===== src/hw/rtl/sdomc_pkg.sv =====
// Shared types, codes and constants of the SDO motor client.
// Depends on nothing; every other file of the block imports it.
package sdomc_pkg;

   // Command kinds of a command word
   localparam logic [3:0] KIND_SAVE       = 4'd0;
   localparam logic [3:0] KIND_CTRL_TYPE  = 4'd1;
   localparam logic [3:0] KIND_ACCEL_UNIT = 4'd2;
   localparam logic [3:0] KIND_SPEED_UNIT = 4'd3;
   localparam logic [3:0] KIND_MAX_SPEED  = 4'd4;
   localparam logic [3:0] KIND_SPEED      = 4'd5;
   localparam logic [3:0] KIND_POS_TYPE   = 4'd6;
   localparam logic [3:0] KIND_RESET_POS  = 4'd7;
   localparam logic [3:0] KIND_TARGET     = 4'd8;
   localparam logic [3:0] KIND_RD_FAULT   = 4'd9;
   localparam logic [3:0] KIND_RD_LOCKED  = 4'd10;
   localparam logic [3:0] KIND_RD_SPEED   = 4'd11;
   localparam logic [3:0] KIND_RD_POS     = 4'd12;

   // Request type
   localparam logic REQ_SEND   = 1'b0;
   localparam logic REQ_DECODE = 1'b1;

   // SDO command specifiers
   localparam logic [7:0] CS_WRITE_1B = 8'h2F;
   localparam logic [7:0] CS_WRITE_4B = 8'h23;
   localparam logic [7:0] CS_READ     = 8'h40;
   localparam logic [7:0] CS_WR_ACK   = 8'h60;
   localparam logic [7:0] CS_RD_1B    = 8'h4F;
   localparam logic [7:0] CS_RD_2B    = 8'h4B;
   localparam logic [7:0] CS_RD_3B    = 8'h47;
   localparam logic [7:0] CS_RD_4B    = 8'h43;
   localparam logic [7:0] CS_ABORT    = 8'h80;

   // Object indices
   localparam logic [15:0] IDX_SAVE      = 16'h1010;
   localparam logic [15:0] IDX_CTRL_TYPE = 16'h2000;
   localparam logic [15:0] IDX_SPEED     = 16'h2001;
   localparam logic [15:0] IDX_POS_TYPE  = 16'h2002;
   localparam logic [15:0] IDX_TARGET    = 16'h2003;
   localparam logic [15:0] IDX_MAX_SPEED = 16'h2008;
   localparam logic [15:0] IDX_SPD_UNIT  = 16'h200A;
   localparam logic [15:0] IDX_ACC_UNIT  = 16'h200B;
   localparam logic [15:0] IDX_RESET_POS = 16'h200F;
   localparam logic [15:0] IDX_POSITION  = 16'h2105;
   localparam logic [15:0] IDX_RD_SPEED  = 16'h210A;
   localparam logic [15:0] IDX_LOCKED    = 16'h2111;
   localparam logic [15:0] IDX_FAULT     = 16'h2112;

   localparam logic [7:0]  SUB_SAVE   = 8'h01;
   localparam logic [31:0] SAVE_MAGIC = 32'h6576_6173;  // "save"

   localparam logic [10:0] TX_ID_BASE    = 11'h600;
   localparam logic [6:0]  NODE_ID_RESET = 7'd9;

   // Link status codes
   localparam logic [1:0] ST_READY  = 2'd0;
   localparam logic [1:0] ST_ERROR  = 2'd1;
   localparam logic [1:0] ST_LOCKED = 2'd2;
   localparam logic [1:0] ST_FAULT  = 2'd3;

   typedef struct packed {
      logic               req_type;
      logic [3:0]         cmd_kind;
      logic signed [31:0] cmd_value;
      logic [63:0]        rx_frame;
   } req_word_type;

   typedef struct packed {
      logic               tx_valid;
      logic [10:0]        tx_can_id;
      logic [63:0]        tx_data;
      logic [1:0]         link_status;
      logic signed [31:0] motor_position;
      logic signed [31:0] motor_speed;
      logic [31:0]        abort_code;
      logic               abort_seen;
   } rsp_word_type;

   // Request frame and its side effects on the kept state
   typedef struct packed {
      logic        valid;
      logic [63:0] data;
      logic        load_speed;
      logic        clear_pos;
   } tx_build_type;

   // Kept state after decoding a received frame
   typedef struct packed {
      logic [1:0]  status;
      logic [31:0] position;
      logic [31:0] speed;
      logic        abort_seen;
      logic [31:0] abort_code;
   } rx_update_type;

   function automatic logic [63:0] sdo_frame(input logic [7:0] cs, input logic [15:0] idx,
                                             input logic [7:0] sub, input logic [31:0] data);
      sdo_frame = {data, sub, idx, cs};
   endfunction

endpackage


===== src/hw/rtl/sdomc_tx_build.sv =====
// Request frame builder: maps a command kind and value to an SDO request.
// Depends on sdomc_pkg.
module sdomc_tx_build
   import sdomc_pkg::*;
(
   input  logic [3:0]  cmd_kind,
   input  logic [31:0] cmd_value,
   output tx_build_type tx
);

   always_comb begin
      tx = '0;
      tx.valid = 1'b1;
      unique case (cmd_kind)
         KIND_SAVE:       tx.data = sdo_frame(CS_WRITE_4B, IDX_SAVE, SUB_SAVE, SAVE_MAGIC);
         KIND_CTRL_TYPE:  tx.data = sdo_frame(CS_WRITE_1B, IDX_CTRL_TYPE, 8'h00,
                                              {24'h0, cmd_value[7:0]});
         KIND_ACCEL_UNIT: tx.data = sdo_frame(CS_WRITE_1B, IDX_ACC_UNIT, 8'h00,
                                              {24'h0, cmd_value[7:0]});
         KIND_SPEED_UNIT: tx.data = sdo_frame(CS_WRITE_1B, IDX_SPD_UNIT, 8'h00,
                                              {24'h0, cmd_value[7:0]});
         KIND_MAX_SPEED:  tx.data = sdo_frame(CS_WRITE_4B, IDX_MAX_SPEED, 8'h00,
                                              {16'h0, cmd_value[15:0]});
         KIND_SPEED: begin
            tx.data       = sdo_frame(CS_WRITE_4B, IDX_SPEED, 8'h00, cmd_value);
            tx.load_speed = 1'b1;
         end
         KIND_POS_TYPE:   tx.data = sdo_frame(CS_WRITE_1B, IDX_POS_TYPE, 8'h00,
                                              {24'h0, cmd_value[7:0]});
         KIND_RESET_POS: begin
            tx.data      = sdo_frame(CS_WRITE_4B, IDX_RESET_POS, 8'h00, 32'h0);
            tx.clear_pos = 1'b1;
         end
         KIND_TARGET:     tx.data = sdo_frame(CS_WRITE_4B, IDX_TARGET, 8'h00, cmd_value);
         KIND_RD_FAULT:   tx.data = sdo_frame(CS_READ, IDX_FAULT, 8'h00, 32'h0);
         KIND_RD_LOCKED:  tx.data = sdo_frame(CS_READ, IDX_LOCKED, 8'h00, 32'h0);
         KIND_RD_SPEED:   tx.data = sdo_frame(CS_READ, IDX_RD_SPEED, 8'h00, 32'h0);
         KIND_RD_POS:     tx.data = sdo_frame(CS_READ, IDX_POSITION, 8'h00, 32'h0);
         default:         tx.valid = 1'b0;
      endcase
   end

endmodule


===== src/hw/rtl/sdomc_rx_decode.sv =====
// Received frame decoder: updates kept status, position and speed from one
// SDO response or abort. Depends on sdomc_pkg.
module sdomc_rx_decode
   import sdomc_pkg::*;
(
   input  logic [63:0]   rx_frame,
   input  logic [1:0]    status,
   input  logic [31:0]   position,
   input  logic [31:0]   speed,
   output rx_update_type upd
);

   logic [7:0]  cs;
   logic [15:0] idx;
   logic [7:0]  sub;
   logic [31:0] mask;
   logic [31:0] data;
   logic        is_read;

   assign cs  = rx_frame[7:0];
   assign idx = rx_frame[23:8];
   assign sub = rx_frame[31:24];

   always_comb begin
      is_read = 1'b1;
      unique case (cs)
         CS_RD_1B: mask = 32'h0000_00FF;
         CS_RD_2B: mask = 32'h0000_FFFF;
         CS_RD_3B: mask = 32'h00FF_FFFF;
         CS_RD_4B: mask = 32'hFFFF_FFFF;
         default: begin
            mask    = 32'h0;
            is_read = 1'b0;
         end
      endcase
   end

   assign data = rx_frame[63:32] & mask;

   always_comb begin
      upd            = '0;
      upd.status     = status;
      upd.position   = position;
      upd.speed      = speed;
      if (cs == CS_WR_ACK) begin
         unique case (idx)
            IDX_SAVE: if (sub == SUB_SAVE) upd.status = ST_READY;
            IDX_CTRL_TYPE, IDX_SPEED, IDX_POS_TYPE, IDX_TARGET,
            IDX_MAX_SPEED, IDX_SPD_UNIT, IDX_ACC_UNIT, IDX_RESET_POS:
               upd.status = ST_READY;
            default: upd.status = ST_ERROR;
         endcase
      end else if (is_read) begin
         unique case (idx)
            IDX_POSITION: begin
               upd.position = data;
               upd.status   = ST_READY;
            end
            IDX_RD_SPEED: begin
               upd.speed  = data;
               upd.status = ST_READY;
            end
            IDX_LOCKED: if (data != 32'h0) upd.status = ST_LOCKED;
            IDX_FAULT:  if (data != 32'h0) upd.status = ST_FAULT;
            default:    upd.status = ST_ERROR;
         endcase
      end else if (cs == CS_ABORT) begin
         upd.status     = ST_ERROR;
         upd.abort_seen = 1'b1;
         upd.abort_code = rx_frame[63:32];
      end else begin
         upd.status = ST_ERROR;
      end
   end

endmodule


===== src/hw/rtl/sdo_motor_client_unit.sv =====
// Top level of the SDO motor client: input register, frame build/decode,
// kept motor state and result register. Depends on sdomc_pkg and submodules.
//
// Usage:
//  - req_ channel: one word per accepted edge (req_valid high, req_stall low).
//    req_type selects between building a request frame from cmd_kind and
//    cmd_value, or decoding a received frame in rx_frame.
//  - rsp_ channel: exactly one result word per request word, in order. It
//    carries the request frame (tx_valid, tx_can_id, tx_data), the kept
//    status, position and speed after this word, and any abort code.
//  - csr_ port: csr_write_en writes the 7-bit node id; write it only while
//    the block is idle.
// Path: an accepted word is held in the input register, then moves into the result
// register, where rsp_valid rises. Throughput is one word per cycle while rsp_stall
// is low: one pass of decode logic between the input and result registers, and the
// kept state updates as a word moves on, so the next sees it.
// Reset (synchronous, active high) empties both registers, sets status to
// ready, clears position and speed, and sets the node id to 9.
// When the receiver stalls, the result word holds; the input register takes one
// more word, then req_stall follows rsp_stall while both registers are full.
module sdo_motor_client_unit
   import sdomc_pkg::*;
(
   input  logic         clock,
   input  logic         reset,
   input  logic         req_valid,
   output logic         req_stall,
   input  req_word_type req_word,
   output logic         rsp_valid,
   input  logic         rsp_stall,
   output rsp_word_type rsp_word,
   input  logic         csr_write_en,
   input  logic [6:0]   csr_write_data
);

   // Input register
   logic         s1_valid_ff, s1_valid_in;
   req_word_type s1_word_ff, s1_word_in;
   // Result register
   logic         rsp_valid_ff, rsp_valid_in;
   rsp_word_type rsp_word_ff, rsp_word_in;
   // Kept state
   logic [1:0]   status_ff, status_in;
   logic [31:0]  position_ff, position_in;
   logic [31:0]  speed_ff, speed_in;
   logic [6:0]   node_id_ff, node_id_in;

   logic          advance;
   logic          req_take;
   tx_build_type  tx;
   rx_update_type rx;

   // Move the held word on when the result register is empty or being taken
   assign advance   = s1_valid_ff && (!rsp_valid_ff || !rsp_stall);
   assign req_stall = s1_valid_ff && !advance;
   assign req_take  = req_valid && !req_stall;

   sdomc_tx_build u_tx_build (
      .cmd_kind  (s1_word_ff.cmd_kind),
      .cmd_value (s1_word_ff.cmd_value),
      .tx        (tx)
   );

   sdomc_rx_decode u_rx_decode (
      .rx_frame (s1_word_ff.rx_frame),
      .status   (status_ff),
      .position (position_ff),
      .speed    (speed_ff),
      .upd      (rx)
   );

   always_comb begin
      s1_valid_in = req_take ? 1'b1 : (advance ? 1'b0 : s1_valid_ff);
      s1_word_in  = req_take ? req_word : s1_word_ff;
      node_id_in  = csr_write_en ? csr_write_data : node_id_ff;

      // Next kept state; apply only when the word advances
      status_in   = status_ff;
      position_in = position_ff;
      speed_in    = speed_ff;
      rsp_word_in = '0;
      if (s1_word_ff.req_type == REQ_SEND) begin
         if (tx.valid) begin
            status_in = ST_READY;
            if (tx.load_speed) speed_in = s1_word_ff.cmd_value;
            if (tx.clear_pos)  position_in = 32'h0;
            rsp_word_in.tx_valid  = 1'b1;
            rsp_word_in.tx_can_id = TX_ID_BASE + {4'h0, node_id_ff};
            rsp_word_in.tx_data   = tx.data;
         end
      end else begin
         status_in   = rx.status;
         position_in = rx.position;
         speed_in    = rx.speed;
         rsp_word_in.abort_seen = rx.abort_seen;
         rsp_word_in.abort_code = rx.abort_code;
      end
      rsp_word_in.link_status    = status_in;
      rsp_word_in.motor_position = position_in;
      rsp_word_in.motor_speed    = speed_in;
      if (!advance) begin
         status_in   = status_ff;
         position_in = position_ff;
         speed_in    = speed_ff;
         rsp_word_in = rsp_word_ff;
      end

      // Drop the result once taken, unless a new one replaces it
      rsp_valid_in = advance ? 1'b1 : ((rsp_valid_ff && !rsp_stall) ? 1'b0 : rsp_valid_ff);
   end

   always_ff @(posedge clock) begin
      if (reset) begin
         s1_valid_ff  <= 1'b0;
         rsp_valid_ff <= 1'b0;
         status_ff    <= ST_READY;
         position_ff  <= 32'h0;
         speed_ff     <= 32'h0;
         node_id_ff   <= NODE_ID_RESET;
      end else begin
         s1_valid_ff  <= s1_valid_in;
         rsp_valid_ff <= rsp_valid_in;
         status_ff    <= status_in;
         position_ff  <= position_in;
         speed_ff     <= speed_in;
         node_id_ff   <= node_id_in;
      end
   end

   // Payload registers carry no reset
   always_ff @(posedge clock) begin
      s1_word_ff  <= s1_word_in;
      rsp_word_ff <= rsp_word_in;
   end

   assign rsp_valid = rsp_valid_ff;
   assign rsp_word  = rsp_word_ff;

endmodule


===== config.mk =====
export PLATFORM = sky130hd
export DESIGN_NAME = sdo_motor_client_unit
export DESIGN_NICKNAME = d
export VERILOG_FILES = /design/src/hw/rtl/sdomc_pkg.sv /design/src/hw/rtl/sdomc_tx_build.sv /design/src/hw/rtl/sdomc_rx_decode.sv /design/src/hw/rtl/sdo_motor_client_unit.sv
export SDC_FILE = /design/constraint.sdc
export NUM_CORES = 1
export LEC_CHECK = 0
export BUFFER_PORTS_ARGS = -buffer_cell sky130_fd_sc_hd__buf_2
export CAP_MARGIN = 10
export CORE_AREA = 3 3 189 191
export CTS_BUF_LIST = sky130_fd_sc_hd__clkbuf_2
export CTS_CLUSTER_DIAMETER = 150
export DETAILED_ROUTE_END_ITERATION = 8
export DIE_AREA = 0 0 192 194
export PLACE_DENSITY_LB_ADDON = 0.2
export SLEW_MARGIN = 20
export SYNTH_ARGS = -nofsm -noshare
export SYNTH_HDL_FRONTEND = slang
export SYNTH_SLANG_ARGS = --single-unit
export TNS_END_PERCENT = 10

===== constraint.sdc =====
create_clock -name clock -period 12 [get_ports clock]
set_input_delay 0.6 -clock clock [delete_from_list [all_inputs] [get_ports clock]]
set_output_delay 0.6 -clock clock [all_outputs]
set_load 0.02 [all_outputs]

==> flow_summary.ini <==
[setup_path]
r2r-end = position_ff[26]
path_class = in2reg
endpoint = s1_word_ff[54]
r2r_start = s1_word_ff[99]
crit_path_top_delay_cell = buf_4
crit_start = rsp_stall
cp_top_family = buffers and inverters
crit_path_start_kind = input port
worstPathArrival_ns = 3.29
critical_path_cell_count = 5
critPathBufInv = 3
regToRegSetupSlack_ns = 9.21
r2r_cells = 7
critPathMaxFanout = 69
slowest_delay_ns = 0.84
crit_chain = dlygate4sd3_1 > buf_2 > and3_1 > nor2b_4 > buf_4
worstPathRequired_ns = 12.50
end_kind = flop

[flow_run]
maxCapViolations = 0

[floorplan]
rows = 68
fp.dieArea_mm2 = 0.0372
ios = 290
start_util = 0.369
die_h_um = 194
core_area_mm2 = 0.0343
die_w_um = 192

[route]
route.detailed.drc = 0
wl_um = 35100
firstDrtPassIters = 7
vias = 9091
detail-route-antenna-nets = 0
via_per_inst = 4.83
wl_per_cell_um = 18.6
drt_iter0_drc = 600

[synth]
synthFlopType = edfxtp_1
synth_top_family_by_area = simple AND/OR/NAND/NOR gates
synth_edf_count = 251
synthAdderAreaFrac = 0.00396
syn-cell-area_mm2 = 0.0127
synth-seq-cells = 326
syn_inst = 930
synthXorXnorAreaFrac = 0.000692
synth_cell_types = 63
avgSynthCellArea_um2 = 13.6
yosys-mux-area-fraction = 0.00722
yosysWarnings = 0
yosysSeqAreaShare = 0.714
synth-simple-area-share = 0.120
synth_compound_area_frac = 0.117
synthArstFlopShare = 0

[pwr]
p_leak_nw = 6.58
p_per_area_mw_per_mm2 = 140
fin_total_pwr_mw = 2.28
ir_drop_v = 0.0000621

[global_routing]
grtUsageTotal = 0.185
antenna_found_initial = 1
grt_overflow_total = 0
grt_pass1_wl_um = 52600
grt_pass1_vias = 9194
grt_max_degree = 120

[clocking]
clk_pin_slew_worst_paths_ns = 0.09
clkLatencyLatePin_ns = 0.90
cts_resized = 0
cts-root-buf = clkbuf_2
htreeDepth = 3
tritoncts = done
cts_sinks = 326
cts_buffer_depth = 3
numCtsBuffers = 84

[layout]
fin_util = 0.476
layout_common_cells = buf_2 (270), edfxtp_1 (251), clkbuf_2 (122)
areaGrowthSynthToFinish_pct = 29.0
final_nets = 1471
drive_gt1_frac = 0.308
layout_commonest_cell = buf_2

[timing]
drv_slew = 0
rsz0062_at_grt = false
fin_setup_tns_ns = 0
finalCritPeriodShare = 0.233
worst_pin_slew_ns = 1.12
hold_viol_final = 0
fmax_ghz = 0.358
fin_worst_skew_ns = 0.0333
relSlewSlack = 0.249
period_minus_slack_ns = 2.79
setup_viol = 0

[worst_hold_path]
holdPathStages = 3
holdCritPathClass = in2reg

[outcome]
status = finished clean

[placed_design]
gp_congestion = 0.768
place.detailed.hpwl_um = 22300
io_buffers = 270
how the worst min path moves through the flow:
| stage | start | end | slack [ns] |
|---|---|---|---|
| floorplan | node_id_ff[0] | node_id_ff[0] | 0.43 |
| CTS | csr_write_en | node_id_ff[5] | 0.006 |
| global route | csr_write_en | node_id_ff[4] | 0.05 |
| detailed placement | node_id_ff[0] | node_id_ff[0] | 0.45 |
| finish | csr_write_en | node_id_ff[2] | 0.15 |
| global placement | node_id_ff[0] | node_id_ff[0] | 0.45 |
power breakdown:
part | leakage, nW | internal [mW] | switching, mW
sequential | 2.96 | 1.28 | 0.0352
clock | 0.608 | 0.318 | 0.453
combinational | 3.01 | 0.0775 | 0.121
total | 6.58 | 1.67 | 0.609
per-stage QoR:
| step | std cells | instance area, um2 | worst slack (ns) | hold WS, ns |
|---|---|---|---|---|
| floorplan | 948 | 12700 | 5.85 | 0.433 |
| finish | 1883 | 16300 | 9.21 | 0.151 |
| detailed placement | 1614 | 14400 | 8.81 | 0.450 |
| global placement | 1614 | 14400 | 8.91 | 0.449 |
| global route | 1883 | 16300 | 8.98 | 0.0476 |
| CTS | 1882 | 16300 | 9.23 | 0.00598 |
area by class of cell:
type | instances | area (um2)
Fill cell | 3148 | 18000
Clock inverter | 33 | 184
Timing Repair Buffer | 395 | 2570
Inverter | 20 | 82.6
Clock buffer | 122 | 611
Sequential cell | 326 | 9040
Multi-Input combinational cell | 531 | 3260
Antenna cell | 1 | 2.50
Tap cell | 455 | 569
tightest hold or removal path, cell delays in order:
cell,delay [ns]
buf_2,0.18
mux2i_1,0.14
nor2_1,0.07
cell usage after synthesis, types with 14 or more instances:
library cell | count | share of area
edfxtp_1 | 251 | 0.60
dfxtp_1 | 75 | 0.12
nor2_1 | 74 | 0.022
and2_1 | 65 | 0.032
nand2_1 | 62 | 0.018
a21oi_1 | 47 | 0.019
o21ai_0 | 41 | 0.016
a22oi_1 | 39 | 0.023
a22o_1 | 38 | 0.026
clkbuf_1 | 34 | 0.010
buf_4 | 25 | 0.015
inv_1 | 20 | 0.0059
nand3_1 | 14 | 0.0055
repair_timing:
item                      in CTS  in global routing
hold endpoints to repair     110                  0
hold buffers                 113                  0
buffers inserted               0                  0
cell families after synthesis:
group                    count (synthesis)
other                                    1
XOR/XNOR                                 1
multiplexers                             9
AO/OA/AOI/OAI                          217
flip-flops                             326
adder cells (fa/ha/maj)                  5
buffers and inverters                   91
AND/OR/NAND/NOR                        280
per-layer routing:
metal	up-vias	routed length, um	global-route usage	part of all wire
met5	-	0	0	0
met1	4354	15500	0.244	0.44
met3	48	2060	0.0434	0.059
met2	326	16800	0.298	0.48
li1	4363	-	-	-
met4	0	683	0.0702	0.019
state kept, by name, summed over array words and instances (netlist names):
| signal | flops |
|---|---|
| node_id_ff | 7 |
| position_ff | 32 |
| rsp_valid | 1 |
| rsp_word | 150 |
| s1_valid_ff | 1 |
| s1_word_ff | 101 |
| speed_ff | 32 |
| status_ff | 2 |
Power figures use the tool's default switching activity.
